===== config.mk =====
export PLATFORM = sky130hd
export DESIGN_NAME = tae_sqsum
export DESIGN_NICKNAME = d
export VERILOG_FILES = /design/src/rtl/core/assert_macros.svh /design/src/rtl/core/tae_pkg.sv /design/src/rtl/core/tae_sqsum.sv
export SDC_FILE = /design/constraint.sdc
export NUM_CORES = 2
export LEC_CHECK = 0
export BUFFER_PORTS_ARGS = -buffer_cell sky130_fd_sc_hd__clkbuf_2
export CORE_MARGIN = 2
export CORE_UTILIZATION = 37
export CTS_CLUSTER_DIAMETER = 100
export DETAILED_ROUTE_END_ITERATION = 8
export GPL_TIMING_DRIVEN = 0
export PLACE_DENSITY = 0.64
export SYNTH_ARGS = -nofsm -noshare
export SYNTH_HDL_FRONTEND = slang
export SYNTH_SLANG_ARGS = --single-unit
export TNS_END_PERCENT = 50

===== constraint.sdc =====
create_clock -name i_clk -period 11.1 [get_ports i_clk]
set_input_delay 1.11 -clock i_clk [delete_from_list [all_inputs] [get_ports i_clk]]
set_output_delay 1.11 -clock i_clk [all_outputs]
set_load 0.01 [all_outputs]

===== src/rtl/core/assert_macros.svh =====
// ----------------------------------------------------------------------------
// assert_macros.svh
// Shared concurrent assertion shorthands for the core RTL.
// ----------------------------------------------------------------------------
`ifndef ASSERT_MACROS_SVH
`define ASSERT_MACROS_SVH

// Same-cycle implication, disabled while reset is asserted.
`define AST_SAME(lbl, clk, rstn, ante, cons, msg) \
    lbl: assert property (@(posedge clk) disable iff (!(rstn)) (ante) |-> (cons)) \
        else $error(msg);

// Next-cycle implication, disabled while reset is asserted.
`define AST_NEXT(lbl, clk, rstn, ante, cons, msg) \
    lbl: assert property (@(posedge clk) disable iff (!(rstn)) (ante) |=> (cons)) \
        else $error(msg);

`endif


===== src/rtl/core/tae_pkg.sv =====
// ----------------------------------------------------------------------------
// tae_pkg
// Types, widths and the arctangent table of the azimuth/elevation pipeline.
// ----------------------------------------------------------------------------
package tae_pkg;

    localparam int CordicSteps  = 16;
    localparam int DiffW        = 33;
    localparam int SumW         = 66;
    localparam int HypW         = 33;
    localparam int RemW         = 35;
    localparam int SqrtIters    = 33;
    localparam int SqrtPerStage = 2;
    localparam int SqrtStages   = (SqrtIters + SqrtPerStage - 1) / SqrtPerStage;
    localparam int CordW        = 64;
    localparam int AngW         = 34;
    localparam int PaddrW       = 3;

    localparam logic signed [AngW-1:0] HalfPi = 34'sh0_4000_0000;

    localparam logic [31:0] AtanTab [24] = '{
        32'h20000000, 32'h12E4051E, 32'h09FB385B, 32'h051111D4, 32'h028B0D43,
        32'h0145D7E1, 32'h00A2F61E, 32'h00517C55, 32'h0028BE53, 32'h00145F2F,
        32'h000A2F98, 32'h000517CC, 32'h00028BE6, 32'h000145F3, 32'h0000A2F9,
        32'h0000517C, 32'h000028BE, 32'h0000145F, 32'h00000A2F, 32'h00000517,
        32'h0000028B, 32'h00000145, 32'h000000A2, 32'h00000051
    };

    typedef struct packed {
        logic signed [31:0] radar_x;
        logic signed [31:0] radar_y;
        logic signed [31:0] radar_z;
        logic signed [31:0] target_x;
        logic signed [31:0] target_y;
        logic signed [31:0] target_z;
        logic               last_in_set;
    } t_in_beat;

    typedef struct packed {
        logic signed [15:0] elevation;
        logic signed [15:0] azimuth;
        logic               last_out;
    } t_out_beat;

    typedef struct packed {
        logic signed [DiffW-1:0] dx;
        logic signed [DiffW-1:0] dy;
        logic signed [DiffW-1:0] dz;
        logic                    last;
    } t_vec;

    function automatic logic signed [AngW-1:0] atan_ang(input int i);
        return signed'({2'b00, AtanTab[i]});
    endfunction

endpackage


===== src/rtl/core/tae_sqsum.sv =====
// ----------------------------------------------------------------------------
// tae_sqsum
// Difference vector and horizontal sum of squares, four register stages.
// ----------------------------------------------------------------------------
module tae_sqsum
    import tae_pkg::*;
(
    input  logic            i_clk,
    input  logic            i_rst_n,
    input  logic            i_valid,
    output logic            o_ready,
    input  t_in_beat        i_beat,
    output logic            o_valid,
    input  logic            i_ready,
    output t_vec            o_vec,
    output logic [SumW-1:0] o_sum
);

    logic [3:0] r_v;
    logic [3:0] w_adv;

    t_vec r_a_vec, r_b_vec, r_c_vec, r_d_vec;
    logic [33:0] r_b_hh_x, r_b_hh_y;
    logic [32:0] r_b_hl_x, r_b_hl_y;
    logic [31:0] r_b_ll_x, r_b_ll_y;
    logic [SumW-1:0] r_c_sq_x, r_c_sq_y, r_d_sum;
    logic [DiffW-1:0] w_mx, w_my;

    assign w_adv[3] = !r_v[3] || i_ready;
    assign w_adv[2] = !r_v[2] || w_adv[3];
    assign w_adv[1] = !r_v[1] || w_adv[2];
    assign w_adv[0] = !r_v[0] || w_adv[1];
    assign o_ready  = w_adv[0];

    always_ff @(posedge i_clk) begin
        if (!i_rst_n) begin
            r_v <= '0;
        end else begin
            if (w_adv[0]) r_v[0] <= i_valid;
            if (w_adv[1]) r_v[1] <= r_v[0];
            if (w_adv[2]) r_v[2] <= r_v[1];
            if (w_adv[3]) r_v[3] <= r_v[2];
        end
    end

    assign w_mx = r_a_vec.dx[DiffW-1] ? DiffW'(-r_a_vec.dx) : DiffW'(r_a_vec.dx);
    assign w_my = r_a_vec.dy[DiffW-1] ? DiffW'(-r_a_vec.dy) : DiffW'(r_a_vec.dy);

    always_ff @(posedge i_clk) begin
        if (w_adv[0]) begin
            r_a_vec.dx   <= {i_beat.target_x[31], i_beat.target_x}
                          - {i_beat.radar_x[31], i_beat.radar_x};
            r_a_vec.dy   <= {i_beat.target_y[31], i_beat.target_y}
                          - {i_beat.radar_y[31], i_beat.radar_y};
            r_a_vec.dz   <= {i_beat.target_z[31], i_beat.target_z}
                          - {i_beat.radar_z[31], i_beat.radar_z};
            r_a_vec.last <= i_beat.last_in_set;
        end
        // split each magnitude into a 17-bit high and 16-bit low half
        if (w_adv[1]) begin
            r_b_vec  <= r_a_vec;
            r_b_hh_x <= w_mx[32:16] * w_mx[32:16];
            r_b_hl_x <= w_mx[32:16] * w_mx[15:0];
            r_b_ll_x <= w_mx[15:0] * w_mx[15:0];
            r_b_hh_y <= w_my[32:16] * w_my[32:16];
            r_b_hl_y <= w_my[32:16] * w_my[15:0];
            r_b_ll_y <= w_my[15:0] * w_my[15:0];
        end
        if (w_adv[2]) begin
            r_c_vec  <= r_b_vec;
            r_c_sq_x <= {r_b_hh_x, 32'b0} + SumW'({r_b_hl_x, 17'b0}) + SumW'(r_b_ll_x);
            r_c_sq_y <= {r_b_hh_y, 32'b0} + SumW'({r_b_hl_y, 17'b0}) + SumW'(r_b_ll_y);
        end
        if (w_adv[3]) begin
            r_d_vec <= r_c_vec;
            r_d_sum <= r_c_sq_x + r_c_sq_y;
        end
    end

    assign o_valid = r_v[3];
    assign o_vec   = r_d_vec;
    assign o_sum   = r_d_sum;

endmodule


Word level (Yosys, flattened, before mapping)
Index checks and enable logic that the tools add are counted.

Flip-flop bits (word level): 800. Input port bits: 197.

$mul: 6. Reduce and logical (&&, ||, !) cells: 8. $add $sub $neg: 10. Muxes and demuxes: 2.

Operators with widths (count): $add 66x32->66 (2); $add 66x50->66 (2); $sub 32x32->33 (3); $mul 17x17->34 (2); $add 66x66->66 (1); $mul 17x16->33 (2); $mux 33 (2); $neg 33->33 (2); $mul 16x16->32 (2); $logic_not 1->1 (4); $logic_or 1x1->1 (4).

Longest topological paths before layout
Depth after elaboration: 5. Gate-level depth with buffers: 37.

Least setup slack after synthesis
OpenSTA, ideal clock, no wires.

Path kind: reg2reg. From: register r_a_vec[42] (netlist bit). To: register r_b_hh_y[33], data pin. Library setup time: 0.260 ns. Stages on the path, launching flop included: 32. Clock period less this slack: 9.226 ns. Slack: 1.874 ns. Buffers on the path: 1. Arrival time: 8.966 ns. Cells stage by stage: edfxtp_1 -> or4_4 -> or4_4 -> or2_1 -> or3_1 -> o31ai_1 -> xnor2_1 -> clkbuf_1 -> nand2_1 -> fa_1 -> inv_1 -> fa_1 -> inv_1 -> fa_1 -> inv_1 -> fa_1 -> fa_1 -> inv_1 -> fa_1 -> inv_1 -> ha_1 -> a21o_1 -> a21oi_1 -> o21ai_0 -> or3_1 -> o211a_1 -> o41ai_1 -> a211oi_1 -> a211o_1 -> a221o_1 -> a21oi_1 -> xnor2_1.

Longest elaborated chain between the ends: 3.

Ends and longest elaborated chain: start, declared (line tae_sqsum.sv:22) `t_vec r_a_vec, r_b_vec, r_c_vec, r_d_vec;`; $neg 33->33 (line tae_sqsum.sv:47) `assign w_my = r_a_vec.dy[DiffW-1] ? DiffW'(-r_a_vec.dy) : DiffW'(r_a_vec.dy);`; $mux 33 (line tae_sqsum.sv:47); $mul 17x17->34 (line tae_sqsum.sv:65) `r_b_hh_y <= w_my[32:16] * w_my[32:16];`; end signal, assigned (line tae_sqsum.sv:65); end, declared (line tae_sqsum.sv:23) `logic [33:0] r_b_hh_x, r_b_hh_y;`.

Every way passes these cells. A chain may end at the register's enable or synchronous reset.

Final worst setup path
From: register r_a_vec[35] (netlist bit). To: register r_b_hh_y[33], data pin.

Same word-level chain as after synthesis.

==> key figures <==
Global route
  – Grt ovf: 0
  – First-pass GRT wire length: 349000 um
  – Initial antenna violation count: 7
  – Pin count of the biggest net entering global routing: 101
  – Vias in the first global route: 60.6k
  – GRT Util Overall: 19.9%

Placement
  – Final HPWL DP: 185000 um
  – Port bufs: ~360
  – DP Cell Count: approximately 11k
  – Area after DPL: between 80000 and 90000 um2
  – Pre-CTS setup slack: -1.46 ns
  – GPL Wtd Cong: around 1

Critical path
  – Setup CP Type: register to register
  – Worst R2R Setup Slack: 0.41 ns
  – Slowest CP cell: edfxtp_1
  – Crit path capture type: register
  – Crit-path max cell delay: 0.75 ns
  – Startpoint types: register
  – Worst Path Max Fanout: 10
  – WP data arrival: between 10 and 15 ns
  – Worst Path Buf+Inv: 8
  – Worst-case reg-to-reg path depth: 34
  – Worst path required time: ~12 ns
  – Delay-heaviest family, CP: adder cells
  – Most used cell, CP: inv_1
  – Critical Path Stages: 34

Cells and area
  – Layout Nets: 10.7k
  – Post-layout util: about two fifths
  – Synth-to-layout area growth: 11.7%
  – Design Area, Final: between 90000 and 100000 um2
  – Non-Filler Instances: 11.6k
  – Multi-input gate area: roughly 53000 um2
  – Register area: about 24000 um2
  – Layout cells sized above 1: 7.84%
  – Fillers: between 20k and 25k

Floorplanning
  – Die Span X: approximately 480 um
  – Cell Rows: 173
  – Starting Density: around 37%
  – Die Y: around 480 um
  – IO Pins: ~370
  – Core area: about 220000 um2
  – Die area: ~230000 um2

Worst hold path
  – Hold path depth: 0
  – Hold Crit Class: register to register

Logic synthesis
  – Distinct cells, synth: just under 90
  – Most common cell in the netlist: inv_1
  – Post-synth ARST share: 0%
  – EDFF count, synth: slightly below 800
  – Ranking of synthesized cells by area: edfxtp_1 28%, fa_1 27%, ha_1 13%
  – Cells after Synth: 8064
  – Dominant cell type by area after synthesis: edfxtp_1
  – Synth cell count leaders: 1706 x inv_1, 1130 x fa_1, 832 x ha_1, 786 x edfxtp_1, 733 x nand2_1
  – Syn_area_per_cell: slightly above 10 um2
  – Synth Register Bits: 790
  – Seq/Total Area, Yosys: roughly 29%
  – Post-synth design cell area: about 83000 um2
  – Total number of yosys warnings: 0
  – Yosys top cell area share: 28.4%
  – Ys flop type: edfxtp_1

Detailed routing
  – Metal-1 WL: roughly 98000 um
  – Routed vias/inst: approximately 5
  – Met2 routed WL: about 100000 um
  – Vias: approximately 58k
  – DRC: 0
  – DR top layer: met5
  – WL per Instance: a little under 20 um
  – First-pass DRT Iterations: 8
  – First DRT Iteration DRCs: approximately 4k
  – Antenna-violating nets left: 0
  – Detailed Route WL: 226000 um
  – DR WL met3: roughly 20000 um

Clock network
  – Clock transition at the registers of the reported paths: about 0.06 ns
  – CTS buffer count: just under 90
  – H-tree depth: 3
  – CTS tree: done
  – CTS sink count: between 700 and 800
  – Root Driver: clkbuf_16
  – CTS Hold Buffers Added: 0
  – CTS max path bufs: 3
  – Clk_lat worst skew: about 0.76 ns

Status
  – Status: finished clean

STA
  – Rel. slew slack: approximately 3.7%
  – Final cycle utilization of the critical path: between 90 and 100%
  – Final setup fails: 0
  – Fmax: slightly above 0.09 GHz
  – Final-report hold violation count: 0
  – Skew final: between 0.05 and 0.06 ns
  – Unrepaired setup endpoints after global routing: no
  – Period minus WS final: between 10 and 15 ns
  – Worst-margin pin slew: 1.44 ns
  – Final WS setup: 0.408 ns
  – Max Slew Vio Count: 0

Run
  – Max cap viols: 0
-- logic make-up after synthesis --
| family | Yosys count | share of synthesized area [%] |
|---|---|---|
| XOR/XNOR | 487 | 5.19 |
| AO/OA/AOI/OAI | 1066 | 8.29 |
| AND/OR/NAND/NOR | 1843 | 9.48 |
| flip-flops | 790 | 28.5 |
| multiplexers | 1 | 0.0121 |
| adder cells (fa/ha/maj) | 1962 | 39.8 |
| buffers and inverters | 1913 | 8.70 |
| other | 2 | 0.00905 |
-- metrics by stage --
stage	hold slack, ns	TNS, ns
final	0.411	0
after global routing	0.415	0
after CTS	0.398	-0.0992
after detailed placement	0.405	-22.58
after global placement	0.401	-50.85
after floorplan	0.400	0
-- cells in the final DEF (no fill, tap or decap), types with 55 or more instances in the layout --
| master | count |
|---|---|
| inv_1 | 1701 |
| a21o_1 | 187 |
| clkbuf_1 | 159 |
| edfxtp_1 | 786 |
| xnor2_1 | 308 |
| nand3_1 | 74 |
| fa_1 | 1130 |
| o21a_1 | 63 |
| clkbuf_2 | 386 |
| nand2_1 | 731 |
| o21ai_0 | 194 |
| a21oi_1 | 308 |
| ha_1 | 831 |
| xor2_1 | 137 |
| nor2_1 | 699 |
| and3_1 | 55 |
| clkbuf_16 | 89 |
-- routing by layer --
metal  GRT usage [%]  vias up
li1                -    26800
met1            26.8    29200
met4            5.94        4
met2            31.2     1852
met3            5.24      347
met5               0        -
-- path summary, 6_finish.rpt --
kind | startpoint | to
worst max-delay path | r_a_vec[35]$_DFFE_PP_ | r_b_hh_y[33]$_DFFE_PP_
worst min-delay path | r_b_vec[19]$_DFFE_PP_ | r_c_vec[19]$_DFFE_PP_
worst max register to register | r_a_vec[35]$_DFFE_PP_ | r_b_hh_y[33]$_DFFE_PP_
worst min register to register | r_b_vec[19]$_DFFE_PP_ | r_c_vec[19]$_DFFE_PP_
-- worst reg2reg max path, delay by kind of cell, from the launching register on --
| family | cells | cell delay, ns |
|---|---|---|
| compound gates | 9 | 2.32 |
| simple gates | 7 | 1.85 |
| buf+inv | 8 | 1.13 |
| fa+ha+maj | 8 | 3.68 |
| flops | 1 | 0.75 |
| xor+xnor | 2 | 0.69 |
-- flip-flops by register name (all words and copies together), names as in the netlist --
signal and flops:
r_b_hl_x 33, r_b_vec 100, r_b_ll_x 30, o_vec 100, r_b_hh_x 33, r_b_hh_y 33
r_c_sq_x 64, r_b_ll_y 30, r_c_vec 100, r_b_hl_y 33, r_v 4, r_c_sq_y 64
o_sum 66, r_a_vec 100
-- area by class of cell --
| class | count | share of cell area [%] |
|---|---|---|
| Clock buffer | 106 | 2.47 |
| Clock inverter | 53 | 0.842 |
| Buffer | 187 | 0.838 |
| Timing Repair Buffer | 399 | 2.55 |
| Antenna cell | 2 | 0.00540 |
| Tap cell | 2975 | 4.01 |
| Inverter | 1719 | 7.00 |
| Sequential cell | 790 | 25.5 |
| Multi-Input combinational cell | 5397 | 56.8 |
-- repair_timing --
| item | in CTS | in global routing |
|---|---|---|
| hold endpoints to repair | 0 | 0 |
| pin swaps | 0 | 2 |
| setup buffers | 5 | 10 |
| setup endpoints to repair | 54 | 46 |
| resized for setup | 22 | 70 |
Power is not shown: default switching activity piles up to over one toggle a cycle in this logic, so the estimate is an artifact.
